==> config.mk <==
export PLATFORM = sky130hd
export DESIGN_NAME = priority_ready_queue_scheduler
export DESIGN_NICKNAME = d
export VERILOG_FILES = /design/src/rtl/prqs_pkg.sv /design/src/rtl/prqs_front.sv /design/src/rtl/prqs_queue.sv /design/src/rtl/prqs_back.sv /design/src/rtl/priority_ready_queue_scheduler.sv
export SDC_FILE = /design/constraint.sdc
export NUM_CORES = 1
export LEC_CHECK = 0
export ABC_CLOCK_PERIOD_IN_PS = 3500
export BUFFER_PORTS_ARGS = -buffer_cell sky130_fd_sc_hd__buf_2
export CAP_MARGIN = 20
export CORE_UTILIZATION = 24
export DETAILED_ROUTE_END_ITERATION = 12
export PLACE_DENSITY = 0.5
export RECOVER_POWER = 25
export SYNTH_ARGS = -nofsm -noshare
export SYNTH_HDL_FRONTEND = slang
export SYNTH_HIERARCHICAL = 1
export SYNTH_SLANG_ARGS = --single-unit
export TNS_END_PERCENT = 20
==> constraint.sdc <==
create_clock -name clk -period 3.5 [get_ports clk]
set_input_delay 0.525 -clock clk [delete_from_list [all_inputs] [get_ports clk]]
set_output_delay 0.525 -clock clk [all_outputs]
set_load 0.005 [all_outputs]
==> src/rtl/prqs_pkg.sv <==
// Shared types, field widths and operation codes of the ready-queue scheduler.
package prqs_pkg;

  // Field widths of one input item and one result item.
  localparam int OPCODE_W     = 3;
  localparam int SLOT_FIELD_W = 3;
  localparam int PRIO_FIELD_W = 4;
  localparam int STATUS_W     = 2;
  localparam int IN_TDATA_W   = 16;
  localparam int OUT_TDATA_W  = 16;

  // Depth of the command queue between front and back.
  localparam int QUEUE_DEPTH = 2;
  localparam int QPTR_W      = $clog2(QUEUE_DEPTH);

  // Operation codes.
  localparam logic [OPCODE_W-1:0] OP_CREATE   = 3'd0;
  localparam logic [OPCODE_W-1:0] OP_PUT      = 3'd1;
  localparam logic [OPCODE_W-1:0] OP_GET      = 3'd2;
  localparam logic [OPCODE_W-1:0] OP_SCHEDULE = 3'd3;
  localparam logic [OPCODE_W-1:0] OP_CHPRIO   = 3'd4;
  localparam logic [OPCODE_W-1:0] OP_RELEASE  = 3'd5;

  // Status codes of a result item.
  localparam logic [STATUS_W-1:0] ST_OK      = 2'd0;
  localparam logic [STATUS_W-1:0] ST_ALREADY = 2'd1;
  localparam logic [STATUS_W-1:0] ST_NONE    = 2'd2;

  // Input item as packed in tdata, last field in the lowest bits.
  typedef struct packed {
    logic [PRIO_FIELD_W-1:0] prio_value;
    logic [SLOT_FIELD_W-1:0] thread_slot;
    logic [OPCODE_W-1:0]     opcode;
  } in_item_t;

  // Result item as packed in tdata, last field in the lowest bits.
  typedef struct packed {
    logic [PRIO_FIELD_W-1:0] old_prio;
    logic [SLOT_FIELD_W-1:0] chosen_slot;
    logic [STATUS_W-1:0]     status;
  } res_t;

  // Classified command handed from front to back.
  typedef struct packed {
    logic [OPCODE_W-1:0]     opcode;
    logic [SLOT_FIELD_W-1:0] slot;
    logic                    slot_ok;
    logic [PRIO_FIELD_W-1:0] prio_clamped;
    logic                    prio_given;
  } cmd_t;

endpackage

==> src/rtl/prqs_front.sv <==
// Front part: takes input items and classifies them into commands for the queue.
module prqs_front #(
  parameter int NUM_SLOTS  = 6,
  parameter int NUM_LEVELS = 16
) (
  input  logic               in_tvalid,
  output logic               in_tready,
  input  prqs_pkg::in_item_t in_item,
  input  logic               q_full,
  output logic               q_push,
  output prqs_pkg::cmd_t     q_cmd
);

  localparam int PF_W = prqs_pkg::PRIO_FIELD_W;

  // An item is taken whenever the queue has room.
  assign in_tready = !q_full;
  assign q_push    = in_tvalid && !q_full;

  // Range check of the slot and saturation of the priority.
  always_comb begin
    q_cmd.opcode     = in_item.opcode;
    q_cmd.slot       = in_item.thread_slot;
    q_cmd.slot_ok    = int'(in_item.thread_slot) < NUM_SLOTS;
    q_cmd.prio_given = in_item.prio_value != '0;
    if (int'(in_item.prio_value) >= NUM_LEVELS) begin
      q_cmd.prio_clamped = PF_W'(NUM_LEVELS - 1);
    end else begin
      q_cmd.prio_clamped = in_item.prio_value;
    end
  end

endmodule

==> src/rtl/prqs_queue.sv <==
// Short command queue that decouples the front part from the back part.
module prqs_queue (
  input  logic           clk,
  input  logic           rst_n,
  input  logic           push,
  input  prqs_pkg::cmd_t push_cmd,
  output logic           full,
  output logic           valid,
  input  logic           pop,
  output prqs_pkg::cmd_t cmd
);

  localparam int DEPTH = prqs_pkg::QUEUE_DEPTH;
  localparam int PW    = prqs_pkg::QPTR_W;

  prqs_pkg::cmd_t entries_r [DEPTH];
  logic [PW-1:0]  wptr_r, wptr_nxt;
  logic [PW-1:0]  rptr_r, rptr_nxt;
  logic [PW:0]    count_r, count_nxt;
  logic           do_push, do_pop;

  assign full    = count_r == (PW+1)'(DEPTH);
  assign valid   = count_r != '0;
  assign cmd     = entries_r[rptr_r];
  assign do_push = push && !full;
  assign do_pop  = pop && valid;

  // Pointer and fill-count update; pointers wrap at the depth.
  always_comb begin
    wptr_nxt  = wptr_r;
    rptr_nxt  = rptr_r;
    count_nxt = count_r;
    if (do_push) begin
      wptr_nxt = (int'(wptr_r) == DEPTH - 1) ? '0 : wptr_r + 1'b1;
    end
    if (do_pop) begin
      rptr_nxt = (int'(rptr_r) == DEPTH - 1) ? '0 : rptr_r + 1'b1;
    end
    if (do_push && !do_pop) begin
      count_nxt = count_r + 1'b1;
    end else if (!do_push && do_pop) begin
      count_nxt = count_r - 1'b1;
    end
  end

  always_ff @(posedge clk) begin
    if (!rst_n) begin
      wptr_r  <= '0;
      rptr_r  <= '0;
      count_r <= '0;
    end else begin
      wptr_r  <= wptr_nxt;
      rptr_r  <= rptr_nxt;
      count_r <= count_nxt;
    end
  end

  // Queue storage.
  always_ff @(posedge clk) begin
    if (do_push) begin
      entries_r[wptr_r] <= push_cmd;
    end
  end

endmodule

==> src/rtl/prqs_back.sv <==
// Back part: sequencer that carries out queue commands on the slot and level tables.
module prqs_back #(
  parameter int NUM_SLOTS  = 6,
  parameter int NUM_LEVELS = 16
) (
  input  logic           clk,
  input  logic           rst_n,
  input  logic           q_valid,
  input  prqs_pkg::cmd_t q_cmd,
  output logic           q_pop,
  output logic           out_valid,
  input  logic           out_ready,
  output prqs_pkg::res_t out_res
);

  localparam int SLOT_W = $clog2(NUM_SLOTS);
  localparam int LVL_W  = $clog2(NUM_LEVELS);
  localparam int SF_W   = prqs_pkg::SLOT_FIELD_W;
  localparam int PF_W   = prqs_pkg::PRIO_FIELD_W;
  localparam int OP_W   = prqs_pkg::OPCODE_W;

  // Sequencer states.
  localparam logic [3:0] S_IDLE    = 4'd0;
  localparam logic [3:0] S_DISP    = 4'd1;
  localparam logic [3:0] S_ENQ_RD  = 4'd2;
  localparam logic [3:0] S_ENQ_WR  = 4'd3;
  localparam logic [3:0] S_UL_RD   = 4'd4;
  localparam logic [3:0] S_UL_LOAD = 4'd5;
  localparam logic [3:0] S_UL_WALK = 4'd6;
  localparam logic [3:0] S_UL_END  = 4'd7;
  localparam logic [3:0] S_SCHED   = 4'd8;
  localparam logic [3:0] S_DONE    = 4'd9;

  logic [3:0]            state_r, state_nxt;

  // Per-slot and per-level flag vectors, cleared at reset.
  logic [NUM_SLOTS-1:0]  used_r, used_nxt;
  logic [NUM_SLOTS-1:0]  ready_r, ready_nxt;
  logic [NUM_SLOTS-1:0]  lvalid_r, lvalid_nxt;
  logic [NUM_LEVELS-1:0] nonempty_r, nonempty_nxt;
  logic                  out_valid_r, out_valid_nxt;

  // Working registers of the current command.
  logic [OP_W-1:0]       op_r, op_nxt;
  logic [SLOT_W-1:0]     slot_r, slot_nxt;
  logic                  slot_ok_r, slot_ok_nxt;
  logic [PF_W-1:0]       prio_new_r, prio_new_nxt;
  logic                  prio_given_r, prio_given_nxt;
  logic [LVL_W-1:0]      lv_r, lv_nxt;
  logic [LVL_W-1:0]      newlv_r, newlv_nxt;
  logic [SLOT_W-1:0]     cur_r, cur_nxt;
  logic [SLOT_W-1:0]     prev_r, prev_nxt;
  logic                  has_prev_r, has_prev_nxt;
  logic [SLOT_W-1:0]     snext_r, snext_nxt;
  prqs_pkg::res_t        res_r, res_nxt;
  prqs_pkg::res_t        out_res_r, out_res_nxt;

  // Table memories with registered read data.
  logic [SLOT_W-1:0]     head_mem [NUM_LEVELS];
  logic [SLOT_W-1:0]     tail_mem [NUM_LEVELS];
  logic [SLOT_W-1:0]     link_mem [NUM_SLOTS];
  logic [LVL_W-1:0]      prio_mem [NUM_SLOTS];

  logic                  head_we, tail_we, link_we, prio_we;
  logic [LVL_W-1:0]      head_wa, tail_wa, head_ra, tail_ra;
  logic [SLOT_W-1:0]     head_wd, tail_wd, link_wd, link_wa, link_ra;
  logic [SLOT_W-1:0]     prio_wa, prio_ra;
  logic [LVL_W-1:0]      prio_wd;
  logic [SLOT_W-1:0]     head_rd_r, tail_rd_r, link_rd_r;
  logic [LVL_W-1:0]      prio_rd_r;

  logic                  free_found, any_ready;
  logic [SLOT_W-1:0]     free_idx;
  logic [LVL_W-1:0]      first_lv;
  logic [LVL_W-1:0]      chg_prio;
  logic                  slot_live;

  assign out_valid = out_valid_r;
  assign out_res   = out_res_r;

  // Lowest free slot and lowest non-empty level.
  always_comb begin
    free_found = 1'b0;
    free_idx   = '0;
    for (int i = NUM_SLOTS - 1; i >= 0; i--) begin
      if (!used_r[i]) begin
        free_found = 1'b1;
        free_idx   = SLOT_W'(i);
      end
    end
    any_ready = 1'b0;
    first_lv  = '0;
    for (int j = NUM_LEVELS - 1; j >= 0; j--) begin
      if (nonempty_r[j]) begin
        any_ready = 1'b1;
        first_lv  = LVL_W'(j);
      end
    end
  end

  assign slot_live = slot_ok_r && used_r[slot_r];
  assign chg_prio  = prio_given_r ? LVL_W'(prio_new_r) : prio_rd_r;

  // Sequencer.
  always_comb begin
    state_nxt      = state_r;
    used_nxt       = used_r;
    ready_nxt      = ready_r;
    lvalid_nxt     = lvalid_r;
    nonempty_nxt   = nonempty_r;
    out_valid_nxt  = out_valid_r && !out_ready;
    op_nxt         = op_r;
    slot_nxt       = slot_r;
    slot_ok_nxt    = slot_ok_r;
    prio_new_nxt   = prio_new_r;
    prio_given_nxt = prio_given_r;
    lv_nxt         = lv_r;
    newlv_nxt      = newlv_r;
    cur_nxt        = cur_r;
    prev_nxt       = prev_r;
    has_prev_nxt   = has_prev_r;
    snext_nxt      = snext_r;
    res_nxt        = res_r;
    out_res_nxt    = out_res_r;
    q_pop          = 1'b0;
    head_we = 1'b0; head_wa = lv_r; head_wd = slot_r; head_ra = lv_r;
    tail_we = 1'b0; tail_wa = lv_r; tail_wd = slot_r; tail_ra = lv_r;
    link_we = 1'b0; link_wa = slot_r; link_wd = slot_r; link_ra = slot_r;
    prio_we = 1'b0; prio_wa = slot_r; prio_wd = lv_r; prio_ra = slot_r;

    case (state_r)
      // Take the next command and start the priority read of its slot.
      S_IDLE: begin
        if (q_valid) begin
          q_pop          = 1'b1;
          op_nxt         = q_cmd.opcode;
          slot_ok_nxt    = q_cmd.slot_ok;
          slot_nxt       = q_cmd.slot_ok ? SLOT_W'(q_cmd.slot) : '0;
          prio_new_nxt   = q_cmd.prio_clamped;
          prio_given_nxt = q_cmd.prio_given;
          prio_ra        = q_cmd.slot_ok ? SLOT_W'(q_cmd.slot) : '0;
          res_nxt        = '0;
          state_nxt      = S_DISP;
        end
      end

      // Decide what the command needs from the slot flags and its priority.
      S_DISP: begin
        state_nxt = S_DONE;
        case (op_r)
          prqs_pkg::OP_CREATE: begin
            if (free_found) begin
              slot_nxt            = free_idx;
              used_nxt[free_idx]  = 1'b1;
              prio_we             = 1'b1;
              prio_wa             = free_idx;
              prio_wd             = LVL_W'(prio_new_r);
              lv_nxt              = LVL_W'(prio_new_r);
              res_nxt.chosen_slot = SF_W'(free_idx);
              state_nxt           = S_ENQ_RD;
            end else begin
              res_nxt.status = prqs_pkg::ST_NONE;
            end
          end
          prqs_pkg::OP_SCHEDULE: begin
            if (any_ready) begin
              head_ra   = first_lv;
              state_nxt = S_SCHED;
            end else begin
              res_nxt.status = prqs_pkg::ST_NONE;
            end
          end
          prqs_pkg::OP_RELEASE: begin
            if (slot_live) begin
              if (ready_r[slot_r]) begin
                lv_nxt    = prio_rd_r;
                state_nxt = S_UL_RD;
              end else begin
                used_nxt[slot_r] = 1'b0;
              end
            end
          end
          prqs_pkg::OP_PUT: begin
            if (slot_live) begin
              if (ready_r[slot_r]) begin
                res_nxt.status = prqs_pkg::ST_ALREADY;
              end else begin
                lv_nxt    = prio_rd_r;
                state_nxt = S_ENQ_RD;
              end
            end
          end
          prqs_pkg::OP_GET: begin
            if (slot_live) begin
              if (!ready_r[slot_r]) begin
                res_nxt.status = prqs_pkg::ST_ALREADY;
              end else begin
                lv_nxt    = prio_rd_r;
                state_nxt = S_UL_RD;
              end
            end
          end
          prqs_pkg::OP_CHPRIO: begin
            if (slot_live) begin
              res_nxt.old_prio = PF_W'(prio_rd_r);
              if (ready_r[slot_r]) begin
                if (chg_prio == prio_rd_r) begin
                  res_nxt.status = prqs_pkg::ST_ALREADY;
                end else begin
                  lv_nxt    = prio_rd_r;
                  newlv_nxt = chg_prio;
                  state_nxt = S_UL_RD;
                end
              end else begin
                prio_we   = 1'b1;
                prio_wd   = chg_prio;
                lv_nxt    = chg_prio;
                state_nxt = S_ENQ_RD;
              end
            end
          end
          default: begin
            state_nxt = S_DONE;
          end
        endcase
      end

      // Enqueue at the tail: read the level's tail, then link the slot behind it.
      S_ENQ_RD: begin
        tail_ra   = lv_r;
        state_nxt = S_ENQ_WR;
      end

      S_ENQ_WR: begin
        if (nonempty_r[lv_r]) begin
          link_we               = 1'b1;
          link_wa               = tail_rd_r;
          link_wd               = slot_r;
          lvalid_nxt[tail_rd_r] = 1'b1;
        end else begin
          head_we              = 1'b1;
          head_wa              = lv_r;
          head_wd              = slot_r;
          nonempty_nxt[lv_r]   = 1'b1;
        end
        tail_we            = 1'b1;
        tail_wa            = lv_r;
        tail_wd            = slot_r;
        ready_nxt[slot_r]  = 1'b1;
        lvalid_nxt[slot_r] = 1'b0;
        state_nxt          = S_DONE;
      end

      // Unlink: read the level head and the slot's own successor together.
      S_UL_RD: begin
        if (nonempty_r[lv_r]) begin
          head_ra      = lv_r;
          link_ra      = slot_r;
          has_prev_nxt = 1'b0;
          state_nxt    = S_UL_LOAD;
        end else begin
          state_nxt = S_UL_END;
        end
      end

      S_UL_LOAD: begin
        cur_nxt = has_prev_r ? link_rd_r : head_rd_r;
        if (!has_prev_r) begin
          snext_nxt = link_rd_r;
        end
        state_nxt = S_UL_WALK;
      end

      // One list position per visit; splice the slot out once it is found.
      S_UL_WALK: begin
        if (cur_r == slot_r) begin
          if (!has_prev_r) begin
            if (lvalid_r[slot_r]) begin
              head_we = 1'b1;
              head_wa = lv_r;
              head_wd = snext_r;
            end else begin
              nonempty_nxt[lv_r] = 1'b0;
            end
          end else begin
            lvalid_nxt[prev_r] = lvalid_r[slot_r];
            link_we            = 1'b1;
            link_wa            = prev_r;
            link_wd            = snext_r;
            if (!lvalid_r[slot_r]) begin
              tail_we = 1'b1;
              tail_wa = lv_r;
              tail_wd = prev_r;
            end
          end
          state_nxt = S_UL_END;
        end else if (!lvalid_r[cur_r]) begin
          state_nxt = S_UL_END;
        end else begin
          prev_nxt     = cur_r;
          has_prev_nxt = 1'b1;
          link_ra      = cur_r;
          state_nxt    = S_UL_LOAD;
        end
      end

      // After unlinking: requeue at the new level, free the slot, or finish.
      S_UL_END: begin
        ready_nxt[slot_r]  = 1'b0;
        lvalid_nxt[slot_r] = 1'b0;
        state_nxt          = S_DONE;
        case (op_r)
          prqs_pkg::OP_CHPRIO: begin
            prio_we   = 1'b1;
            prio_wd   = newlv_r;
            lv_nxt    = newlv_r;
            state_nxt = S_ENQ_RD;
          end
          prqs_pkg::OP_RELEASE: begin
            used_nxt[slot_r] = 1'b0;
          end
          default: begin
            state_nxt = S_DONE;
          end
        endcase
      end

      S_SCHED: begin
        res_nxt.chosen_slot = SF_W'(head_rd_r);
        state_nxt           = S_DONE;
      end

      // Hand the result to the output register once it is free.
      S_DONE: begin
        if (!out_valid_r || out_ready) begin
          out_valid_nxt = 1'b1;
          out_res_nxt   = res_r;
          state_nxt     = S_IDLE;
        end
      end

      default: begin
        state_nxt = S_IDLE;
      end
    endcase
  end

  // Control state.
  always_ff @(posedge clk) begin
    if (!rst_n) begin
      state_r     <= S_IDLE;
      used_r      <= '0;
      ready_r     <= '0;
      lvalid_r    <= '0;
      nonempty_r  <= '0;
      out_valid_r <= 1'b0;
    end else begin
      state_r     <= state_nxt;
      used_r      <= used_nxt;
      ready_r     <= ready_nxt;
      lvalid_r    <= lvalid_nxt;
      nonempty_r  <= nonempty_nxt;
      out_valid_r <= out_valid_nxt;
    end
  end

  // Working and payload registers.
  always_ff @(posedge clk) begin
    op_r         <= op_nxt;
    slot_r       <= slot_nxt;
    slot_ok_r    <= slot_ok_nxt;
    prio_new_r   <= prio_new_nxt;
    prio_given_r <= prio_given_nxt;
    lv_r         <= lv_nxt;
    newlv_r      <= newlv_nxt;
    cur_r        <= cur_nxt;
    prev_r       <= prev_nxt;
    has_prev_r   <= has_prev_nxt;
    snext_r      <= snext_nxt;
    res_r        <= res_nxt;
    out_res_r    <= out_res_nxt;
  end

  // Level head and tail memories.
  always_ff @(posedge clk) begin
    if (head_we) begin
      head_mem[head_wa] <= head_wd;
    end
    head_rd_r <= head_mem[head_ra];
  end

  always_ff @(posedge clk) begin
    if (tail_we) begin
      tail_mem[tail_wa] <= tail_wd;
    end
    tail_rd_r <= tail_mem[tail_ra];
  end

  // Per-slot successor link and priority memories.
  always_ff @(posedge clk) begin
    if (link_we) begin
      link_mem[link_wa] <= link_wd;
    end
    link_rd_r <= link_mem[link_ra];
  end

  always_ff @(posedge clk) begin
    if (prio_we) begin
      prio_mem[prio_wa] <= prio_wd;
    end
    prio_rd_r <= prio_mem[prio_ra];
  end

endmodule

==> src/rtl/priority_ready_queue_scheduler.sv <==
// Top level of the multilevel priority ready-queue scheduler.
// Keeps one FIFO list of ready thread slots per priority level and answers one
// result item per input item (create, put, get, schedule, change priority,
// release). Items pass through a two-entry command queue into a sequencer that
// works on one item at a time, so the input side keeps accepting while a
// result waits on the output register, until the command queue is full.
// Create, put, schedule, a release of a non-ready slot and every error case
// need no list walk in the sequencer. Get, release of a ready slot and a
// priority change of a ready slot walk the level's linked list through the
// single link memory port, and a priority change then enqueues the slot at
// the new level. No clearing pass is needed after reset.
module priority_ready_queue_scheduler #(
  parameter int NUM_SLOTS  = 6,
  parameter int NUM_LEVELS = 16
) (
  input  logic                             clk,
  input  logic                             rst_n,
  input  logic                             in_tvalid,
  output logic                             in_tready,
  // opcode [2:0], thread_slot [5:3], prio_value [9:6]
  input  logic [prqs_pkg::IN_TDATA_W-1:0]  in_tdata,
  output logic                             out_tvalid,
  input  logic                             out_tready,
  // status [1:0], chosen_slot [4:2], old_prio [8:5]
  output logic [prqs_pkg::OUT_TDATA_W-1:0] out_tdata
);

  localparam int RES_W = $bits(prqs_pkg::res_t);
  localparam int IN_W  = $bits(prqs_pkg::in_item_t);

  prqs_pkg::in_item_t in_item;
  prqs_pkg::cmd_t     push_cmd;
  prqs_pkg::cmd_t     q_cmd;
  prqs_pkg::res_t     out_res;
  logic               q_push, q_full, q_valid, q_pop;

  assign in_item   = prqs_pkg::in_item_t'(in_tdata[IN_W-1:0]);
  assign out_tdata = {{(prqs_pkg::OUT_TDATA_W - RES_W){1'b0}}, out_res};

  prqs_front #(
    .NUM_SLOTS  (NUM_SLOTS),
    .NUM_LEVELS (NUM_LEVELS)
  ) u_front (
    .in_tvalid (in_tvalid),
    .in_tready (in_tready),
    .in_item   (in_item),
    .q_full    (q_full),
    .q_push    (q_push),
    .q_cmd     (push_cmd)
  );

  prqs_queue u_queue (
    .clk      (clk),
    .rst_n    (rst_n),
    .push     (q_push),
    .push_cmd (push_cmd),
    .full     (q_full),
    .valid    (q_valid),
    .pop      (q_pop),
    .cmd      (q_cmd)
  );

  prqs_back #(
    .NUM_SLOTS  (NUM_SLOTS),
    .NUM_LEVELS (NUM_LEVELS)
  ) u_back (
    .clk       (clk),
    .rst_n     (rst_n),
    .q_valid   (q_valid),
    .q_cmd     (q_cmd),
    .q_pop     (q_pop),
    .out_valid (out_tvalid),
    .out_ready (out_tready),
    .out_res   (out_res)
  );

  // A full command queue must hold off the input side.
  a_full_stalls_input: assert property (@(posedge clk) disable iff (!rst_n)
    q_full |-> !in_tready)
    else $error("input accepted while the command queue is full");

  // A popped command always leaves the queue non-empty beforehand.
  a_pop_only_when_valid: assert property (@(posedge clk) disable iff (!rst_n)
    q_pop |-> q_valid)
    else $error("command popped from an empty queue");

  // Only create and schedule give a slot, only change priority gives an old priority.
  a_result_fields_exclusive: assert property (@(posedge clk) disable iff (!rst_n)
    out_tvalid && out_res.chosen_slot != '0 |-> out_res.old_prio == '0)
    else $error("result carries both a chosen slot and an old priority");

  // A failed create or an empty schedule reports nothing else.
  a_none_is_bare: assert property (@(posedge clk) disable iff (!rst_n)
    out_tvalid && out_res.status == prqs_pkg::ST_NONE |->
      out_res.chosen_slot == '0 && out_res.old_prio == '0)
    else $error("no-slot or nothing-ready result with nonzero fields");

endmodule

# After elaboration in Yosys (flattened, before gate mapping)
# Memories as Yosys holds them, arrays and structs flattened. A register that Yosys moved wholly into a read port is not among the register bits.
# Cells that the tools add are included.
[word_totals]
regBits = 91
latch_bits = 0
mem_bits_rw = 162
romBits = 0
input_bits = 20
out_inout_bits = 18
word_cells = 363
n_memories = 5
[memory_table]
columns = ["name", "depth", "width", "read_ports", "rd_clocked_by_memory_dff", "wr", "line", "rtl"]
rows = [
  ["u_back.head_mem", 16, 3, 1, 1, 1, "prqs_back.sv:59", "logic [SLOT_W-1:0] head_mem [NUM_LEVELS];"],
  ["u_back.tail_mem", 16, 3, 1, 1, 1, "prqs_back.sv:60", "logic [SLOT_W-1:0] tail_mem [NUM_LEVELS];"],
  ["u_back.prio_mem", 6, 4, 1, 1, 1, "prqs_back.sv:62", "logic [LVL_W-1:0] prio_mem [NUM_SLOTS];"],
  ["u_queue.entries_r", 2, 12, 1, 1, 1, "prqs_queue.sv:16", "prqs_pkg::cmd_t entries_r [DEPTH];"],
  ["u_back.link_mem", 6, 3, 1, 1, 1, "prqs_back.sv:61", "logic [SLOT_W-1:0] link_mem [NUM_SLOTS];"],
]
[classes]
addsub = 4
mul = 0
n_div = 0
order_cmp = 12
eq_ne = 51
shifts = 0
muxes = 205
bitwise = 14
reduce_logical = 46
[op_table]
columns = ["cell", "n"]
rows = [
  ["2-to-1 mux 4 bit", 45],
  ["2-to-1 mux 3 bit", 32],
  ["2-to-1 mux 1 bit", 68],
  ["2-to-1 mux 16 bit", 4],
  ["2-to-1 mux 6 bit", 8],
  ["one-hot mux 4 bit (9 select lines)", 1],
  ["one-hot mux 6 bit (2 select lines)", 3],
  ["one-hot mux 16 bit (2 select lines)", 1],
  ["one-hot mux 4 bit (2 select lines)", 4],
  ["!= test 3 x 2 -> 1 bit (second input constant)", 10],
  ["2-to-1 mux 2 bit", 13],
  ["bitwise AND 6 bit", 4],
  ["< comparator 3 x 4 -> 1 bit (second input constant)", 5],
  ["one-hot mux 4 bit (5 select lines)", 1],
  ["!= test 3 bit (second input constant)", 6],
  ["bitwise OR 6 bit", 3],
  ["one-hot mux 6 bit (3 select lines)", 1],
  ["bitwise AND 16 bit", 1],
  ["equality test 4 x 3 -> 1 bit (second input constant)", 4],
  ["!= test 2 bit (second input constant)", 8],
  ["NOT 16 bit", 1],
  ["bitwise OR 16 bit", 1],
  ["one-hot mux 4 bit (4 select lines)", 1],
  ["!= test 2 x 1 -> 1 bit (second input constant)", 7],
  ["48 further kinds", 100],
]

# Logic depth before layout (Yosys ltp)
# Gate-level depths: netlist of run 1.
[logic_depth]
depth_word = 19
mapped_depth = 11
mapped_depth_nobuf = 9

# By module
# The synthesis of run 1 kept the hierarchy.
[modules_own_cells]
columns = ["mod", "instances", "cells_per_inst", "area_each_um2", "seq_area_each_um2"]
rows = [
  ["prqs_back", 1, 1015, 11503.5, 6626.4],
  ["prqs_queue", 1, 62, 1097.3, 820.8],
  ["prqs_front", 1, 14, 96.3, 0.0],
  ["priority_ready_queue_scheduler", 1, 8, 56.3, 0.0],
]

# Worst setup path after synthesis of run 1
# OpenSTA, ideal clock, no wires.
[synth_path]
kind = "reg-to-reg"
start = "register u_back.lv_r[0]"
end = "memory u_back/link_mem[4][0] (netlist name), enable pin"
setup_ns = 0.371
t_arrival_ns = 2.287
required_time_ns = 3.129
setup_slack_ns = 0.842
path_stages_with_launch = 9
path_buffers = 1
synth_period_minus_slack_ns = 2.658
path_cell_list = "edfxtp_1 > buf_6 > mux4_2 > mux2_2 > o21ai_4 > nor3_1 > nor2_2 > a221oi_1 > nor4_1"
[synth_via]
elab_chain_len = 6
elab_cells_between_ends = 8
cone_classes = "mux: 8"
[synth_rtl]
columns = ["element", "line", "rtl"]
rows = [
  ["from (decl)", "prqs_back.sv:49", "logic [LVL_W-1:0] lv_r, lv_nxt;"],
  ["from (signal assigned)", "prqs_back.sv:374", "lv_r <= lv_nxt;"],
  ["binary-select mux 1 bit (select 4 bit) (*)", "prqs_back.sv:235", "if (nonempty_r[lv_r]) begin"],
  ["2-to-1 mux 1 bit (not written as such) (*)", "prqs_back.sv:235", ""],
  ["2-to-1 mux 1 bit", "prqs_back.sv:235", ""],
  ["one-hot mux 1 bit (2 select lines)", "prqs_back.sv:131", "case (state_r)"],
  ["2-to-1 mux 1 bit", "prqs_back.sv:401", "if (link_we) begin"],
  ["2-to-1 mux 1 bit (not written as such)", "prqs_back.sv:402", "link_mem[link_wa] <= link_wd;"],
  ["to (decl)", "prqs_back.sv:61", ""],
]
# Every way passes the cells marked *; elsewhere a longest branch is shown, timed or not. The select of a mux whose other input is x is not followed.

# Worst setup path after layout of run 1
[layout_path]
start = "register u_back.state_r[2]"
end = "register u_queue.count_r[1]"
[layout_via]
elab_chain_len = 6
elab_cells_between_ends = 8
cone_classes = "mux: 2; reduce/logical: 6"
[layout_rtl]
columns = ["element", "line", "rtl"]
rows = [
  ["from (decl)", "prqs_back.sv:34", "logic [3:0] state_r, state_nxt;"],
  ["from (signal assigned)", "prqs_back.sv:358", "state_r <= state_nxt;"],
  ["zero test 4 bit (*)", "prqs_back.sv:131", ""],
  ["2-to-1 mux 1 bit (*)", "prqs_back.sv:131", ""],
  ["via q_pop", "priority_ready_queue_scheduler.sv:35", "logic q_push, q_full, q_valid, q_pop;"],
  ["logical AND 1 bit (*)", "prqs_queue.sv:26", "assign do_pop = pop && valid;"],
  ["zero test 1 bit", "prqs_queue.sv:39", "if (do_push && !do_pop) begin"],
  ["logical AND 1 bit", "prqs_queue.sv:39", ""],
  ["2-to-1 mux 2 bit or nonzero test 2 bit (tied branches)", "n/a", ""],
  ["to (signal assigned)", "prqs_queue.sv:54", "count_r <= count_nxt;"],
  ["to (decl)", "prqs_queue.sv:19", "logic [PW:0] count_r, count_nxt;"],
]
# The timed path passes the listed nets; every way through them passes the cells marked *.
# A chain may end at the register's enable or synchronous reset.

==> results list, run 1 <==
- In this run the remaining antenna-violating nets after routing total 0.
- Worst Path Buf+Inv: 2
* Half-perimeter wire length of the detailed placement result: 22.4 mm
- Vias per cell: 4.74
- In this run the number of H-tree levels came out at 1.
- Master of the slowest instance on the critical path: sky130_fd_sc_hd__nor2_1
- For this configuration, the core starts out at a cell density of 0.243.
- The endpoint identified for the worst register-to-register timing path is u_queue/count_r[1].
- The repair_antennas step left the layout with diodes totalling 0.
* Status: completed
* Final hold violation count: 0
- In the synthesized netlist the dominant register cell turns out to be sky130_fd_sc_hd__edfxtp_1.
- Of the post-synthesis cell area, the dominant cell type holds 0.494.
- The smallest clock period supported by the final layout is computed as ~3.2 ns.
- Based on the critical path, the design can be clocked at up to between 300 and 400 MHz.
* Async set-or-reset flop fraction in the synthesized netlist: 0
* Pwr/cell area: 742 nW/um^2
* Largest stage delay, worst path: slightly below 0.5 ns
- The final layout contains routed wiring with a total length of between 30 and 40 mm.
- Critical Path Stages: 8
- Post-CTS Hold Buffers: 0
* Number of violations reported at the end of detailed-routing iteration 0: ~540
- Area of the core region: about 53000 um^2
- Post-synth top area cell: sky130_fd_sc_hd__edfxtp_1
* Nets: 1158
- Pre-antenna DRT Iters: 5
- Number of max-slew violations in the final report: 0
- The share of the Yosys chip area taken by registers is 0.584.
- Largest net degree at the start of global routing: 33
- Once the clock tree was built, the resizer swapped 0 gates to a different size.
- TNS Setup: 0 ns
* Beginning of the worst register-to-register path: u_back/state_r[2]
- The die covers between 50000 and 60000 um^2.
- Via count of the first global-routing pass: ~8600
* Initial antenna violation count: 0
- TritonCTS clock tree: done
- Post-CTS timing repair inserted 0 buffers for setup.
- Switching power summed over all nets: between 3 and 4 mW
* Static leakage: slightly below 5 nW
* Worst Setup End Kind: flip-flop
* Cell internal power dissipation: approximately 7.2 mW
- Across all hold checks on the routed design, the worst slack comes to about 0.14 ns.
- At the end of routability-driven placement, the weighted congestion stood at ~0.9.
- During placement, the flow inserted port buffers numbering 24.
* Root Driver: sky130_fd_sc_hd__clkbuf_16
- After synthesis the netlist holds a flip-flop and latch count of roughly 270.
- In this design, the largest share of critical-path delay is due to simple AND/OR/NAND/NOR gates.
* Setup repair after global routing missed its margin: false
- Total placed instance area: 13700 um^2
- CP Launch Point: u_back/state_r[2]
- The worst setup path is launched from a flip-flop.
- Routed WL per cell: roughly 17 um
* Total via count after detailed routing: between 8000 and 9000
- Max-cap violations in this run came to 0.
- Remaining DRCs: 0
* Largest vdd supply drop: approximately 0.00045 V
- For this run, the total global-route usage over all layers was measured as 0.117.
- Endpoint of the most critical setup path: u_queue/count_r[1]
- Finished Core Util: 0.280
* Count of warnings emitted by yosys: 6
- Area grow syn2layout: 15.2%
- In the post-synthesis netlist, the biggest area contributors are sky130_fd_sc_hd__edfxtp_1 (49%), sky130_fd_sc_hd__dfxtp_1 (8.9%), sky130_fd_sc_hd__nor2_1 (4.1%).
* Share of power burned in the clock network: 0.299
* Required @ worst endpoint: 4.01 ns
- Switching Share: 0.337
* Synth unique cells: 83
- Number of enable flip-flop cells after synthesis: 210
* Largest fanout on the critical path: 19
* Path class of the lowest-slack min-delay path: in2reg
- Before CTS, the worst setup slack after placement is about 0.32 ns.
- Mean cell area of the mapped netlist: approximately 12 um^2
* Classification of the worst setup path: reg2reg
- After synthesis the cells add up to roughly 13000 um^2.
- During I/O placement, the number of pins put on the boundary was 38.
- Clock-pin slew was measured on the worst setup and hold paths at around 0.06 ns.
- The filler cells instantiated in the layout total approximately 5400.
- Area occupied by multi-input gates: a little under 5000 um^2
- CP Data Arrival Time: ~3.7 ns
- Number of standard-cell rows in the floorplan: 84
- The worst pin sits at a relative slew slack of 0.325.
- The finished cells cover 14700 um^2.
- # clock sinks: between 200 and 300
* Final worst path period share: 0.911
- In this run, CTS created clock tree buffers numbering 31.
* DIE HEIGHT: roughly 230 um
* Share of total power in combinational logic: 0.294
- Once routing completed, OpenROAD measured the worst setup slack at between 0.3 and 0.4 ns.
- Die width: ~230 um
- In the final layout, the share of cells above drive strength 1 is 0.161.
- Post-synthesis cell count: between 1000 and 1500
- Of the total power, registers draw 0.407.
* Sum of overflow across all layers after global routing: 0
- Skew final: ~0.022 ns
* R2R cell count: 8
* Number of buffers on the longest clock path: 3
- The setup check on the worst reg-to-reg path leaves a slack of between 0.3 and 0.4 ns.
* Worst-margin pin slew: between 1 and 1.5 ns
- Walking the worst path, the cells encountered are clkbuf_1 -> nor2_1 -> nand3_1 -> inv_1 -> o21ai_1 -> ha_1 -> or3_1 -> a21boi_1.
* Wire length of the first global-routing pass: between 40 and 50 mm
- Clock insertion delay at the later pin of the skew report: 0.58 ns
- Setup violations remaining at the end of the flow were counted as 0.
* Area taken by flip-flops and latches: about 7400 um^2
synthesized netlist by cell type (all sizes together) (10+ instances only):
cell type / count
nor4: 10
a21oi: 80
mux4: 21
mux2i: 24
nand3: 23
buf: 41
nand2: 118
nor2b: 22
o22ai: 12
inv: 17
nor2: 153
mux2: 35
a22oi: 12
o21ai: 58
dfxtp: 57
a211oi: 22
nor3: 14
clkbuf: 32
edfxtp: 210
kinds of logic after synthesis:
logic type / count (synthesis) / share of synthesized area
simple gates: 389 / 0.146
flops: 267 / 0.584
other cells: 1 / 0.000294
xor+xnor: 11 / 0.00755
buf+inv: 91 / 0.0369
compound gates: 259 / 0.137
mux: 80 / 0.0878
fa+ha+maj: 1 / 0.000981
how the worst min path moves through the flow:
stage	from	end	slack [ns]	cells after the start
3_5_place_dp	u_back/res_r[4]	u_back/out_res[4]	0.41	0
2_1_floorplan	u_back/res_r[0]	u_back/out_res[0]	0.40	0
4_1_cts	in_tdata[2]	u_queue/entries_r[0][11]	0.12	1
5_1_grt	in_tdata[2]	u_queue/entries_r[0][11]	0.13	1
6_report	in_tdata[2]	u_queue/entries_r[0][11]	0.14	1
3_3_place_gp	u_back/res_r[1]	u_back/out_res[1]	0.41	0
registers in the layout (all words and copies together), names as in the netlist, 4 cells and up, named ones only:
register and flops:
u_back/head_mem 48, u_back/tail_mem 48, u_back/prio_mem 24, u_queue/entries_r 24, u_back/link_mem 18, u_back/out_res 9, u_back/res_r 9, u_back/lvalid_r 6
u_back/used_r 6, u_back/lv_r 4, u_back/newlv_r 4, u_back/prio_new_r 4, u_back/prio_rd_r 4, u_back/state_r 4
cell usage in the layout, fill, tap and decap left out, types with 8 or more instances in the layout:
cell and count:
sky130_fd_sc_hd__nor4_1 9, sky130_fd_sc_hd__clkinv_1 12, sky130_fd_sc_hd__mux4_2 21, sky130_fd_sc_hd__mux2i_1 23
sky130_fd_sc_hd__nor2b_1 22, sky130_fd_sc_hd__nor2_1 140, sky130_fd_sc_hd__edfxtp_1 210, sky130_fd_sc_hd__a22oi_1 12
sky130_fd_sc_hd__clkbuf_1 24, sky130_fd_sc_hd__nor3_1 14, sky130_fd_sc_hd__buf_4 39, sky130_fd_sc_hd__a21oi_1 77
sky130_fd_sc_hd__nand2_1 118, sky130_fd_sc_hd__nand3_1 22, sky130_fd_sc_hd__dfxtp_1 57, sky130_fd_sc_hd__clkbuf_16 31
sky130_fd_sc_hd__inv_1 17, sky130_fd_sc_hd__mux2_2 30, sky130_fd_sc_hd__a211oi_1 11, sky130_fd_sc_hd__nor2_4 10
sky130_fd_sc_hd__a211oi_2 10, sky130_fd_sc_hd__buf_2 8, sky130_fd_sc_hd__o22ai_1 12, sky130_fd_sc_hd__o21ai_0 53
worst reg2reg max path, stage by stage, from the launching register on:
cell	delay (ns)
sky130_fd_sc_hd__dfxtp_1	0.30
sky130_fd_sc_hd__clkbuf_1	0.38
sky130_fd_sc_hd__nor2_1	0.49
sky130_fd_sc_hd__nand3_1	0.46
sky130_fd_sc_hd__inv_1	0.46
sky130_fd_sc_hd__o21ai_1	0.19
sky130_fd_sc_hd__ha_1	0.35
sky130_fd_sc_hd__or3_1	0.35
sky130_fd_sc_hd__a21boi_1	0.14
layout make-up:
type                            instances  share of cell area
Sequential cell                       267               0.507
Multi-Input combinational cell        747               0.329
Tap cell                              688              0.0586
Clock buffer                           32              0.0530
Timing Repair Buffer                   72              0.0301
Clock inverter                         26              0.0177
Inverter                               18             0.00460
per-stage QoR:
stage	instances	power (mW)
2_1_floorplan	1105	6.62
3_3_place_gp	1790	7.74
3_5_place_dp	1792	7.76
4_1_cts	1850	11.1
5_1_grt	1850	11.5
6_report	1850	10.9
power groups by stage:
stage          sequential, mW  clock [mW]  combinational (mW)
2_1_floorplan            4.25           0                2.37
3_3_place_gp             4.51           0                3.23
3_5_place_dp             4.51           0                3.25
4_1_cts                  4.45        3.34                3.27
5_1_grt                  4.48        3.47                3.52
6_report                 4.44        3.26                3.21
per-layer routing:
metal  vias to the layer above  global-route usage  part of all wire
li1                       4173                   -                 -
met1                      4289               0.165              0.47
met2                       254               0.185              0.46
met3                        57              0.0164             0.052
met4                         0              0.0341             0.023
met5                         -                   0                 0
No activity file was read; power rests on OpenSTA's default activity.
==> run 2, diff against run 1 <==
- CORE_UTILIZATION: 24 -> 28
- PLACE_DENSITY: 0.5 -> 0.54
==> run 2 against run 1 <==
Sequential power hardly changed. Largest cell class unchanged. Total power is 3.2% lower. Largest power group unchanged. Highest routed layer unchanged. Combinational power down 2%. Final cell count shrank 5.5%. Worst hold slack better by 0.021 ns. Critical endpoint is now u_back/prio_mem[5][3]. Non-clock buffer count decreased by 1.
==> results list, run 2 (synthesis gave the netlist of run 1 again) <==
* Status: completed
- Across the routed clock network, the largest skew measured is between 0.01 and 0.015 ns.
- Ratio of cells with drive above 1 in the final layout: 0.163
- Final hold violation count: 0
- Max_slew headroom: 0.321
* Nets: 1155
- Maximum clock frequency: 307 MHz
* # clock sinks: 267
- Root Driver: sky130_fd_sc_hd__clkbuf_16
- Final Wtd Congestion: between 0.8 and 0.9
* Largest vdd supply drop: approximately 0.00037 V
* Classification of the worst setup path: reg2reg
* Worst-margin pin slew: around 1.0 ns
- The first global-routing pass estimated approximately 49 mm of wire.
* Area grow syn2layout: 13.4%
* Max capacitance violation total: 0
- Input and output buffers added on the ports amount to 24.
- Clk pin slew, worst setup/hold paths: about 0.060 ns
- Before antenna repair, the detailed router went through 5 iterations.
* Die width: 215 um
- Setup violations, final: 0
- Leaving out fill and tap cells, the most frequent cell in the layout is sky130_fd_sc_hd__edfxtp_1.
- The number of hold buffers added after CTS was 0.
- The tightest min-delay check is of the in2reg type.
* Number of violations reported at the end of detailed-routing iteration 0: 692
* Fill cell count: approximately 4500
* Setup repair after global routing missed its margin: false
- The via count of the first global-routing pass came to 8618.
- The number of antenna violations at the first check in global routing is 0.
* Area of the core region: approximately 45000 um^2
- Static leakage: 4.80 nW
- GRT Overall Usage: 0.134
- Largest fanout on the critical path: 14
- Final worst path period share: 0.931
- For the worst-skew pair, the clock arrives at the later sink with an insertion delay of ~0.55 ns.
* Half-perimeter wire length of the detailed placement result: 22.0 mm
* Number of max-slew violations in the final report: 0
* IO Count: 38
- Final worst path period need: 3.26 ns
* Most frequent cells in the layout: sky130_fd_sc_hd__edfxtp_1 (210), sky130_fd_sc_hd__nor2_1 (140), sky130_fd_sc_hd__nand2_1 (118)
- Entering global routing, the biggest net connects 33 pins.
- Vias per cell: between 4 and 5
- CP Data Arrival Time: between 3 and 4 ns
- Leading registers by flop count: u_back/head_mem: 48 flops, u_back/tail_mem: 48 flops
- STA classifies the critical path startpoint as a flip-flop.
* Pwr/cell area: roughly 730 nW/um^2
* Post-CTS sizing: 0
- In this run, placement finished with an instance count of roughly 1700.
* Post-CTS setup buffers: 0
- Die outline area: 46400 um^2
- Maximum level of the CTS H-tree: 1
- Adding up every negative setup slack in the final design gives 0 ns.
- Total wire length: 31.0 mm
- Once layout is complete, the cells apart from fillers number ~1700.
- The die is 215 um tall.
- Starting utilization of the core area: 0.286
- STA classifies the critical path endpoint as a flip-flop.
- Number of clock buffers inserted by TritonCTS: 29
- TritonCTS built the clock tree.
- Row generation in the floorplan step produced 77 rows.
- Dividing the detail-routed wire length by the instance count gives 17.7 um.
- Sum of overflow across all layers after global routing: 0
- For this run, design rule violations remaining after detail routing come to 0.
- The detailed router placed 8663 vias in this run.
- Counting along the longest clock path gives a buffer depth of 3.
* Required @ worst endpoint: around 3.7 ns
- Post-route antenna net violation count: 0
==> run 2: changes by cell type in the layout (fill, tap and decap cells not counted), sizes merged <==
cell      change
inv           -1
diode         +1
clkbuf       +12
clkinv       -15
bufinv        -4
buf           +5
clkinvlp      -3
==> run 2: area by class of cell <==
cell class,count,area (um^2),area share
Multi-Input combinational cell,747,4840,0.335
Tap cell,592,741,0.0512
Sequential cell,267,7450,0.515
Inverter,18,67.6,0.00467
Clock buffer,50,885,0.0612
Antenna cell,1,2.50,0.000173
Timing Repair Buffer,71,437,0.0302
Clock inverter,3,40.0,0.00277
==> run 2: final timing paths <==
| path | end | slack (ns) | cells past startpoint | startpoint |
|---|---|---|---|---|
| min reg2reg | u_back/out_res[8] | 0.42 | 0 | u_back/res_r[8] |
| min | u_queue/entries_r[1][11] | 0.16 | 1 | in_tdata[2] |
| max | u_back/prio_mem[5][3] | 0.24 | 7 | u_back/slot_r[0] |
| max reg2reg | u_back/prio_mem[5][3] | 0.24 | 7 | u_back/slot_r[0] |
==> run 2: through the flow <==
stage                     setup WS [ns]  power, mW   util  cell area [um^2]  hold slack, ns
after floorplan                   0.842       6.62      -             12800           0.400
after global placement            0.402       7.68  0.305             13600           0.407
after detailed placement          0.337       7.72  0.305             13600           0.413
after CTS                         0.316       10.7  0.325             14500           0.138
after global routing             0.0570       11.1  0.324             14500           0.129
final                             0.242       10.6  0.324             14500           0.163
==> run 2: critical path: stages, from the launching register on <==
cell	delay [ns]
sky130_fd_sc_hd__edfxtp_1	0.78
sky130_fd_sc_hd__nor3b_1	0.14
sky130_fd_sc_hd__a22o_1	0.31
sky130_fd_sc_hd__a211o_1	0.33
sky130_fd_sc_hd__nor2_2	0.40
sky130_fd_sc_hd__a32oi_1	0.24
sky130_fd_sc_hd__or2_2	0.33
sky130_fd_sc_hd__nor2_1	0.36
==> run 2: where the power goes <==
part,total [mW],internal [mW],switching [mW]
registers,4.45,4.07,0.374
clock network,2.95,1.77,1.18
logic,3.16,1.19,1.97
==> run 2: routing by layer <==
metal,GRT usage,vias up,share of wire
met5,0,-,0
met4,0.0487,0,0.028
met3,0.0206,58,0.057
met2,0.213,231,0.46
met1,0.183,4211,0.46
li1,-,4163,-
